`src/rtl/fvc_pkg.sv`:
```
package fvc_pkg;

  localparam int WordW = 32;
  localparam int DblW = 64;
  localparam int CountW = 13;
  localparam int CfgIdxW = 2;

  localparam logic [CountW-1:0] CountMax = '1;

  localparam logic [1:0] ST_OK = 2'd0;
  localparam logic [1:0] ST_NONFINITE = 2'd1;
  localparam logic [1:0] ST_NORM = 2'd2;
  localparam logic [1:0] ST_DIMS = 2'd3;

  localparam logic [CfgIdxW-1:0] REG_EXP_DIMS = 2'd0;
  localparam logic [CfgIdxW-1:0] REG_NORM_EN = 2'd1;
  localparam logic [CfgIdxW-1:0] REG_LOW = 2'd2;
  localparam logic [CfgIdxW-1:0] REG_HIGH = 2'd3;

  typedef struct packed {
    logic             valid;
    logic [WordW-1:0] canon;
    logic             last;
    logic             nonfinite;
  } item_t;

  // Number of leading zeros of a 24-bit significand (24 when it is zero).
  function automatic logic [4:0] lzc24(input logic [23:0] m);
    logic [4:0] z;
    z = 5'd24;
    for (int i = 0; i < 24; i++) begin
      if (m[i]) begin
        z = 5'(23 - i);
      end
    end
    return z;
  endfunction

endpackage

```
`src/rtl/fvc_square.sv`:
```
module fvc_square (
  input  logic                      clk,
  input  logic                      rst_n,
  input  logic                      adv,
  input  logic                      in_valid,
  input  logic [fvc_pkg::WordW-1:0] in_word,
  input  logic                      in_last,
  output fvc_pkg::item_t            item_o,
  output logic [fvc_pkg::DblW-1:0]  sq_o
);
  import fvc_pkg::*;

  logic [7:0]  exp_f;
  logic [23:0] mant;
  logic [4:0]  lz;
  item_t       s1_nxt;
  item_t       s1_r;
  item_t       s2_r;
  logic [23:0] mn_r;
  logic [11:0] eb_r;
  logic        zero_r;
  logic [47:0] prod;
  logic [10:0] eb_fin;
  logic [51:0] frac;
  logic [DblW-1:0] sq_r;

  always_comb begin
    exp_f = in_word[30:23];
    mant = {(exp_f != 8'd0), in_word[22:0]};
    lz = lzc24(mant);
    s1_nxt.valid = in_valid;
    s1_nxt.canon = (in_word == 32'h8000_0000) ? '0 : in_word;
    s1_nxt.last = in_last;
    s1_nxt.nonfinite = (exp_f == 8'hFF);
  end

  // The square of a widened binary32 value is exact in binary64 and always normal.
  always_ff @(posedge clk) begin
    if (!rst_n) begin
      s1_r.valid <= 1'b0;
      s2_r.valid <= 1'b0;
    end else if (adv) begin
      s1_r.valid <= s1_nxt.valid;
      s2_r.valid <= s1_r.valid;
    end
    if (adv) begin
      s1_r.canon <= s1_nxt.canon;
      s1_r.last <= s1_nxt.last;
      s1_r.nonfinite <= s1_nxt.nonfinite;
      mn_r <= mant << lz;
      zero_r <= (lz == 5'd24) || s1_nxt.nonfinite;
      if (exp_f == 8'd0) begin
        eb_r <= 12'd771 - {6'd0, lz, 1'b0};
      end else begin
        eb_r <= 12'd769 + {3'd0, exp_f, 1'b0} - {6'd0, lz, 1'b0};
      end
      s2_r.canon <= s1_r.canon;
      s2_r.last <= s1_r.last;
      s2_r.nonfinite <= s1_r.nonfinite;
      sq_r <= zero_r ? '0 : {1'b0, eb_fin, frac};
    end
  end

  always_comb begin
    prod = mn_r * mn_r;
    eb_fin = eb_r[10:0] + {10'd0, prod[47]};
    frac = prod[47] ? {prod[46:0], 5'd0} : {prod[45:0], 6'd0};
  end

  assign item_o = s2_r;
  assign sq_o = sq_r;

endmodule

```
`src/rtl/fvc_add64.sv`:
```
module fvc_add64 (
  input  logic [fvc_pkg::DblW-1:0] a,
  input  logic [fvc_pkg::DblW-1:0] b,
  output logic [fvc_pkg::DblW-1:0] y
);
  import fvc_pkg::*;

  // Adds two non-negative normal or zero binary64 values, round to nearest even.
  logic [DblW-1:0] big;
  logic [DblW-1:0] sml;
  logic [10:0]     ea;
  logic [10:0]     eb;
  logic [10:0]     d;
  logic [55:0]     bx;
  logic [55:0]     sh;
  logic            st;
  logic [56:0]     s;
  logic [55:0]     n;
  logic [10:0]     e;
  logic            inc;
  logic [53:0]     mr;

  always_comb begin
    big = (a[62:0] >= b[62:0]) ? a : b;
    sml = (a[62:0] >= b[62:0]) ? b : a;
    ea = big[62:52];
    eb = sml[62:52];
    d = ea - eb;
    bx = {1'b1, sml[51:0], 3'b000};
    if (d >= 11'd56) begin
      sh = 56'd1;
    end else begin
      st = |(bx & ~({56{1'b1}} << d[5:0]));
      sh = bx >> d[5:0];
      sh[0] = sh[0] | st;
    end
    st = 1'b0;
    s = {1'b0, 1'b1, big[51:0], 3'b000} + {1'b0, sh};
    if (s[56]) begin
      n = {s[56:2], s[1] | s[0]};
      e = ea + 11'd1;
    end else begin
      n = s[55:0];
      e = ea;
    end
    inc = n[2] & (n[1] | n[0] | n[3]);
    mr = {1'b0, n[55:3]} + {53'd0, inc};
    if (eb == 11'd0) begin
      y = big;
    end else if (mr[53]) begin
      y = {1'b0, e + 11'd1, 52'd0};
    end else begin
      y = {1'b0, e, mr[51:0]};
    end
  end

endmodule

```
`src/rtl/float_vector_canonicalize_norm_check_unit.sv`:
```
// Channel | Ports                                                | Direction
// input   | in_valid, in_stall, in_element_bits, in_last_element | item in
// result  | out_valid, out_stall, out_canonical_word, ...        | item out
// config  | cfg_wr_en, cfg_index, cfg_data                       | register write
// One item is accepted per cycle unless stalled; registers: s1, s2, stage 3, output.
// The binary64 accumulate is one combinational add, which sets the one-item rate.
// Synchronous reset clears the pipeline and the running sum and loads config defaults.
// A stalled result holds the whole pipeline, so in_stall follows the output register.
module float_vector_canonicalize_norm_check_unit #(
  parameter int MAX_DIMS = 4096
) (
  input  logic                        clk,
  input  logic                        rst_n,
  input  logic                        in_valid,
  output logic                        in_stall,
  input  logic [fvc_pkg::WordW-1:0]   in_element_bits,
  input  logic                        in_last_element,
  output logic                        out_valid,
  input  logic                        out_stall,
  output logic [fvc_pkg::WordW-1:0]   out_canonical_word,
  output logic                        out_is_final,
  output logic [1:0]                  out_status,
  input  logic                        cfg_wr_en,
  input  logic [fvc_pkg::CfgIdxW-1:0] cfg_index,
  input  logic [fvc_pkg::DblW-1:0]    cfg_data
);
  import fvc_pkg::*;

  localparam logic [16:0] MaxDimsL = 17'(MAX_DIMS);

  logic              adv;
  item_t             it2;
  logic [DblW-1:0]   sq2;
  logic [DblW-1:0]   base;
  logic [DblW-1:0]   sum_nxt;
  logic [DblW-1:0]   sum_r;
  logic [CountW-1:0] cnt_base;
  logic [CountW-1:0] cnt_nxt;
  logic [CountW-1:0] cnt_r;
  logic              bad_nxt;
  logic              bad_r;
  logic              clr_r;
  logic              v3_r;
  logic [WordW-1:0]  canon3_r;
  logic              last3_r;
  logic              dim_bad3_r;
  logic              bad3_r;
  logic [CountW-1:0] exp_dims_r;
  logic              norm_en_r;
  logic [DblW-1:0]   low_r;
  logic [DblW-1:0]   high_r;
  logic              low_nan;
  logic              high_nan;
  logic              lt_low;
  logic              gt_high;
  logic [1:0]        status_nxt;
  logic              out_valid_r;
  logic [WordW-1:0]  out_word_r;
  logic              out_final_r;
  logic [1:0]        out_status_r;

  assign adv = !(out_valid_r && out_stall);
  assign in_stall = !adv;

  fvc_square u_square (
    .clk      (clk),
    .rst_n    (rst_n),
    .adv      (adv),
    .in_valid (in_valid),
    .in_word  (in_element_bits),
    .in_last  (in_last_element),
    .item_o   (it2),
    .sq_o     (sq2)
  );

  fvc_add64 u_add (
    .a (base),
    .b (sq2),
    .y (sum_nxt)
  );

  always_comb begin
    base = clr_r ? '0 : sum_r;
    cnt_base = clr_r ? '0 : cnt_r;
    cnt_nxt = (cnt_base == CountMax) ? cnt_base : cnt_base + 1'b1;
    bad_nxt = (!clr_r && bad_r) || it2.nonfinite;
  end

  always_ff @(posedge clk) begin
    if (!rst_n) begin
      exp_dims_r <= 13'd1;
      norm_en_r <= 1'b0;
      low_r <= 64'h3FF0_0000_0000_0000;
      high_r <= 64'h3FF0_0000_0000_0000;
    end else if (cfg_wr_en) begin
      case (cfg_index)
        REG_EXP_DIMS: exp_dims_r <= cfg_data[CountW-1:0];
        REG_NORM_EN:  norm_en_r <= cfg_data[0];
        REG_LOW:      low_r <= cfg_data;
        REG_HIGH:     high_r <= cfg_data;
        default:      ;
      endcase
    end
  end

  always_ff @(posedge clk) begin
    if (!rst_n) begin
      sum_r <= '0;
      cnt_r <= '0;
      bad_r <= 1'b0;
      clr_r <= 1'b1;
      v3_r <= 1'b0;
    end else if (adv) begin
      v3_r <= it2.valid;
      if (it2.valid) begin
        sum_r <= sum_nxt;
        cnt_r <= cnt_nxt;
        bad_r <= bad_nxt;
        clr_r <= it2.last;
      end
    end
    if (adv) begin
      canon3_r <= it2.canon;
      last3_r <= it2.last;
      dim_bad3_r <= (cnt_nxt != exp_dims_r) || ({4'd0, cnt_nxt} > MaxDimsL);
      bad3_r <= bad_nxt;
    end
  end

  // The sum is never negative, so bound tests reduce to unsigned compares.
  always_comb begin
    low_nan = (low_r[62:52] == 11'h7FF) && (low_r[51:0] != 52'd0);
    high_nan = (high_r[62:52] == 11'h7FF) && (high_r[51:0] != 52'd0);
    lt_low = !low_nan && !low_r[63] && (sum_r < low_r);
    if (high_nan) begin
      gt_high = 1'b0;
    end else if (high_r[63]) begin
      gt_high = (sum_r[62:0] != 63'd0) || (high_r[62:0] != 63'd0);
    end else begin
      gt_high = sum_r > high_r;
    end
    if (!last3_r) begin
      status_nxt = ST_OK;
    end else if (dim_bad3_r) begin
      status_nxt = ST_DIMS;
    end else if (bad3_r) begin
      status_nxt = ST_NONFINITE;
    end else if (norm_en_r && (lt_low || gt_high)) begin
      status_nxt = ST_NORM;
    end else begin
      status_nxt = ST_OK;
    end
  end

  always_ff @(posedge clk) begin
    if (!rst_n) begin
      out_valid_r <= 1'b0;
    end else if (adv) begin
      out_valid_r <= v3_r;
    end
    if (adv) begin
      out_word_r <= canon3_r;
      out_final_r <= last3_r;
      out_status_r <= status_nxt;
    end
  end

  assign out_valid = out_valid_r;
  assign out_canonical_word = out_word_r;
  assign out_is_final = out_final_r;
  assign out_status = out_status_r;

  a_status_only_final: assert property (@(posedge clk) disable iff (!rst_n)
    out_valid_r && !out_final_r |-> out_status_r == ST_OK)
    else $error("status set on a result that does not close the vector");

  a_clear_after_last: assert property (@(posedge clk) disable iff (!rst_n)
    adv && it2.valid && it2.last |=> clr_r)
    else $error("running state not marked for clearing after the last item");

  a_sum_non_negative: assert property (@(posedge clk) disable iff (!rst_n)
    !sum_r[63] && (sum_r[62:52] != 11'h7FF))
    else $error("running sum is negative or not finite");

  a_count_nonzero: assert property (@(posedge clk) disable iff (!rst_n)
    !clr_r |-> cnt_r != '0)
    else $error("element count is zero within an open vector");

endmodule
```
`config.mk`:
```
export PLATFORM = sky130hd
export DESIGN_NAME = float_vector_canonicalize_norm_check_unit
export DESIGN_NICKNAME = d
export VERILOG_FILES = /design/src/rtl/fvc_pkg.sv /design/src/rtl/fvc_square.sv /design/src/rtl/fvc_add64.sv /design/src/rtl/float_vector_canonicalize_norm_check_unit.sv
export SDC_FILE = /design/constraint.sdc
export NUM_CORES = 2
export LEC_CHECK = 0
export ABC_AREA = 0
export BUFFER_PORTS_ARGS = -buffer_cell sky130_fd_sc_hd__buf_2
export CAP_MARGIN = 40
export CORE_AREA = 2 2 407 308
export CTS_CLUSTER_SIZE = 14
export DETAILED_ROUTE_END_ITERATION = 8
export DIE_AREA = 0 0 409 310
export PLACE_DENSITY = 0.62
export SKIP_CTS_REPAIR_TIMING = 1
export SLEW_MARGIN = 40
export SYNTH_ARGS = -nofsm -noshare
export SYNTH_HDL_FRONTEND = slang
export SYNTH_HIERARCHICAL = 1
export SYNTH_SLANG_ARGS = --single-unit
```
`constraint.sdc`:
```
create_clock -name clk -period 21.2 [get_ports clk]
set_input_delay 0 -clock clk [delete_from_list [all_inputs] [get_ports clk]]
set_output_delay 0 -clock clk [all_outputs]
set_load 0.02 [all_outputs]
```
==> results.toml <==
[outcome]
status = "finished clean"

[grt]
antenna_found_initial = 6
overflow = 0
grt_max_degree = 140
grt_pass1_wl_mm = 309
grt_pass1_vias = 48036
grt_usage_pct = 32.1

[routing]
vias = 50456
antenna_left = 0
dr.first_iter.drc_count = 5767
drt-total-wl_mm = 208
firstDrtPassIters = 6
drt-vias-per-instance = 5.98
routedWlPerCell_um = 24.6
drt_drc_violations_left = 0

[timing]
period_share_pct = 74.8
clock.fmax_mhz = 63.1
slew_viol_final = 0
final.setup_skew_ps = 36.2
worst_slew_pin_slew_ps = 929
final-hold-violation-count = 0
post-route-min-period_ps = 15850
setup_tns_ps = 0
setup_violations = 0
slew_headroom_pct = 37.4
rsz0062_at_grt = "no"

[final_layout]
final_common_cell = "nand2_1"
utilization_pct = 48.8
ff_latch_area_um2 = 11400
multi_input_area_um2 = 39000
n_fill_cell = 11962
fin_nets = 7732
finalNonFillerCells = 8444
syn_to_final_growth_pct = 9.26
drive_gt1_share_pct = 7.57
mostFrequentLayoutCells = "nand2_1, inv_1, a21oi_1"

[synthesis]
synth_ff_type = "edfxtp_1"
synth_xor_area_share_pct = 2.77
ys_warn_count = 6
synth-seq-cells = 456
synth_top_family_by_area = "adder cells"
synth.area.mux_share_pct = 4.95
synth_enable_flop_cells = 231
yosysUniqueCellTypes = 127
synthArstFlopShare_pct = 0
avgSynthCellArea_um2 = 8.20
netlist.area_leader.share_pct = 15.9
synthCells = 6706
syn_area_um2 = 55000
yosys.area.top_type = "fa_1"
synth.yosys.seq_area_share_pct = 20.8
synth-compound-area-share_pct = 17.3
synth-simple-area-share_pct = 19.6
synth-adder-area-share_pct = 25.9
yosys-top-cells-area = "fa_1, edfxtp_1, ha_1, dfxtp_1, nand2_1"

[floorplan]
ioPinCount = 141
start_util_pct = 44.7
dieWidth_um = 409
core_um2 = 123000
die-area_um2 = 127000
row_count = 112
die_h_um = 310

[critical_path]
cp_common_cell = "nor2_1"
cp_max_fo = 47
required_ps = 21690
crit_path_start_kind = "flop"
slowest_delay_ps = 670
cp.arrival_ps = 16340
cpMaxStageDelayCell = "a211oi_1"
worstSetupEndpointType = "flop"
reg2reg_depth = 51
critPathKind = "reg -> reg"

[placed_design]
hpwl_mm = 165
io_buffers = 140
place_inst = 8247
gp_congestion = 1.09

[clock_network]
cts_root_buf = "clkbuf_16"
tritoncts = "done"
insertion_delay_ps = 660
cts_buffers = 50
h-tree-depth = 2
cts_max_path_buffers = 3
clk_pin_slew_ps = 60
clock-sinks = 456

[worst_hold_path]
whs_path_depth = 2
hp-class = "in -> reg"

[flow_run]
maxCapViolations = 0
logic make-up (layout without fill, tap and decap cells):
| kind of cell | Yosys count | in the layout |
|---|---|---|
| and+or+nand+nor | 2235 | 2235 |
| AOI/OAI and AO/OA | 1508 | 1508 |
| buffers and inverters | 1216 | 1294 |
| adders and majority gates | 878 | 878 |
| DFF | 456 | 456 |
| muxes | 239 | 239 |
| xor gates and xnor gates | 173 | 173 |
| other | 1 | 8 |
path summary, 6_finish.rpt:
path | startpoint | end | slack, ps
max | clr_r | sum_r[48] | 5350
max reg2reg | clr_r | sum_r[48] | 5350
min | in_last_element | u_square/s1_r[1] | 90
min reg2reg | u_square/item_o[9] | canon3_r[7] | 420
cell usage after synthesis (86+ instances only):
master    instances
mux2i_1         196
fa_1            436
a21oi_1         601
nor3_1          109
ha_1            441
nand3_1         135
and2_1          163
nor2b_1         110
a21o_1           86
nor4_1           93
xnor2_1         121
o21ai_0         274
dfxtp_1         225
inv_1           836
nor2_1          318
nand2_1         977
edfxtp_1        231
clkbuf_1        263
per-stage QoR:
stage | hold slack (ps) | area [um2] | setup WS, ps
2_1_floorplan | 88.9 | 55000 | 7100
3_3_place_gp | 191 | 57200 | 6140
3_5_place_dp | 191 | 57300 | 5870
4_1_cts | -481 | 59000 | 5810
5_1_grt | 88.6 | 60100 | 4510
6_report | 85.9 | 60100 | 5350
per-layer routing:
metal / global-route usage (%) / vias up / share of wire [%]
li1: - / 23202 / -
met1: 47.7 / 24671 / 46
met5: 0 / - / 0.0062
met2: 44.7 / 2276 / 40
met3: 10.1 / 305 / 11
met4: 7.81 / 2 / 2.6
area by class of cell:
| cell class | count | area share [%] |
|---|---|---|
| diodes | 2 | 0.00833 |
| clock buffers | 61 | 2.29 |
| clock inverters | 29 | 0.589 |
| inverters | 841 | 5.27 |
| multi-input cells | 5039 | 64.9 |
| flip-flops and latches | 456 | 19.0 |
| well taps | 1653 | 3.44 |
| repair buffers | 363 | 4.44 |
critical path: cells and delay by family (launching register included):
kind	cells	cell delay (ps)
compound gates	18	6080
mux	1	270
xor+xnor	1	140
buf+inv	6	2240
simple gates	21	5090
fa+ha+maj	4	1150
flops	1	490
state kept, by name (all words and copies together) (netlist names), 13 cells and up:
name                count
u_square/sq_o          58
u_square/mn_r          24
low_r                  64
cnt_r                  13
canon3_r               32
out_canonical_word     32
u_square/item_o        35
sum_r                  64
high_r                 64
u_square/s1_r          35
exp_dims_r             13
Power is not shown: default switching activity piles up to over one toggle a cycle in this logic, so the estimate is an artifact.
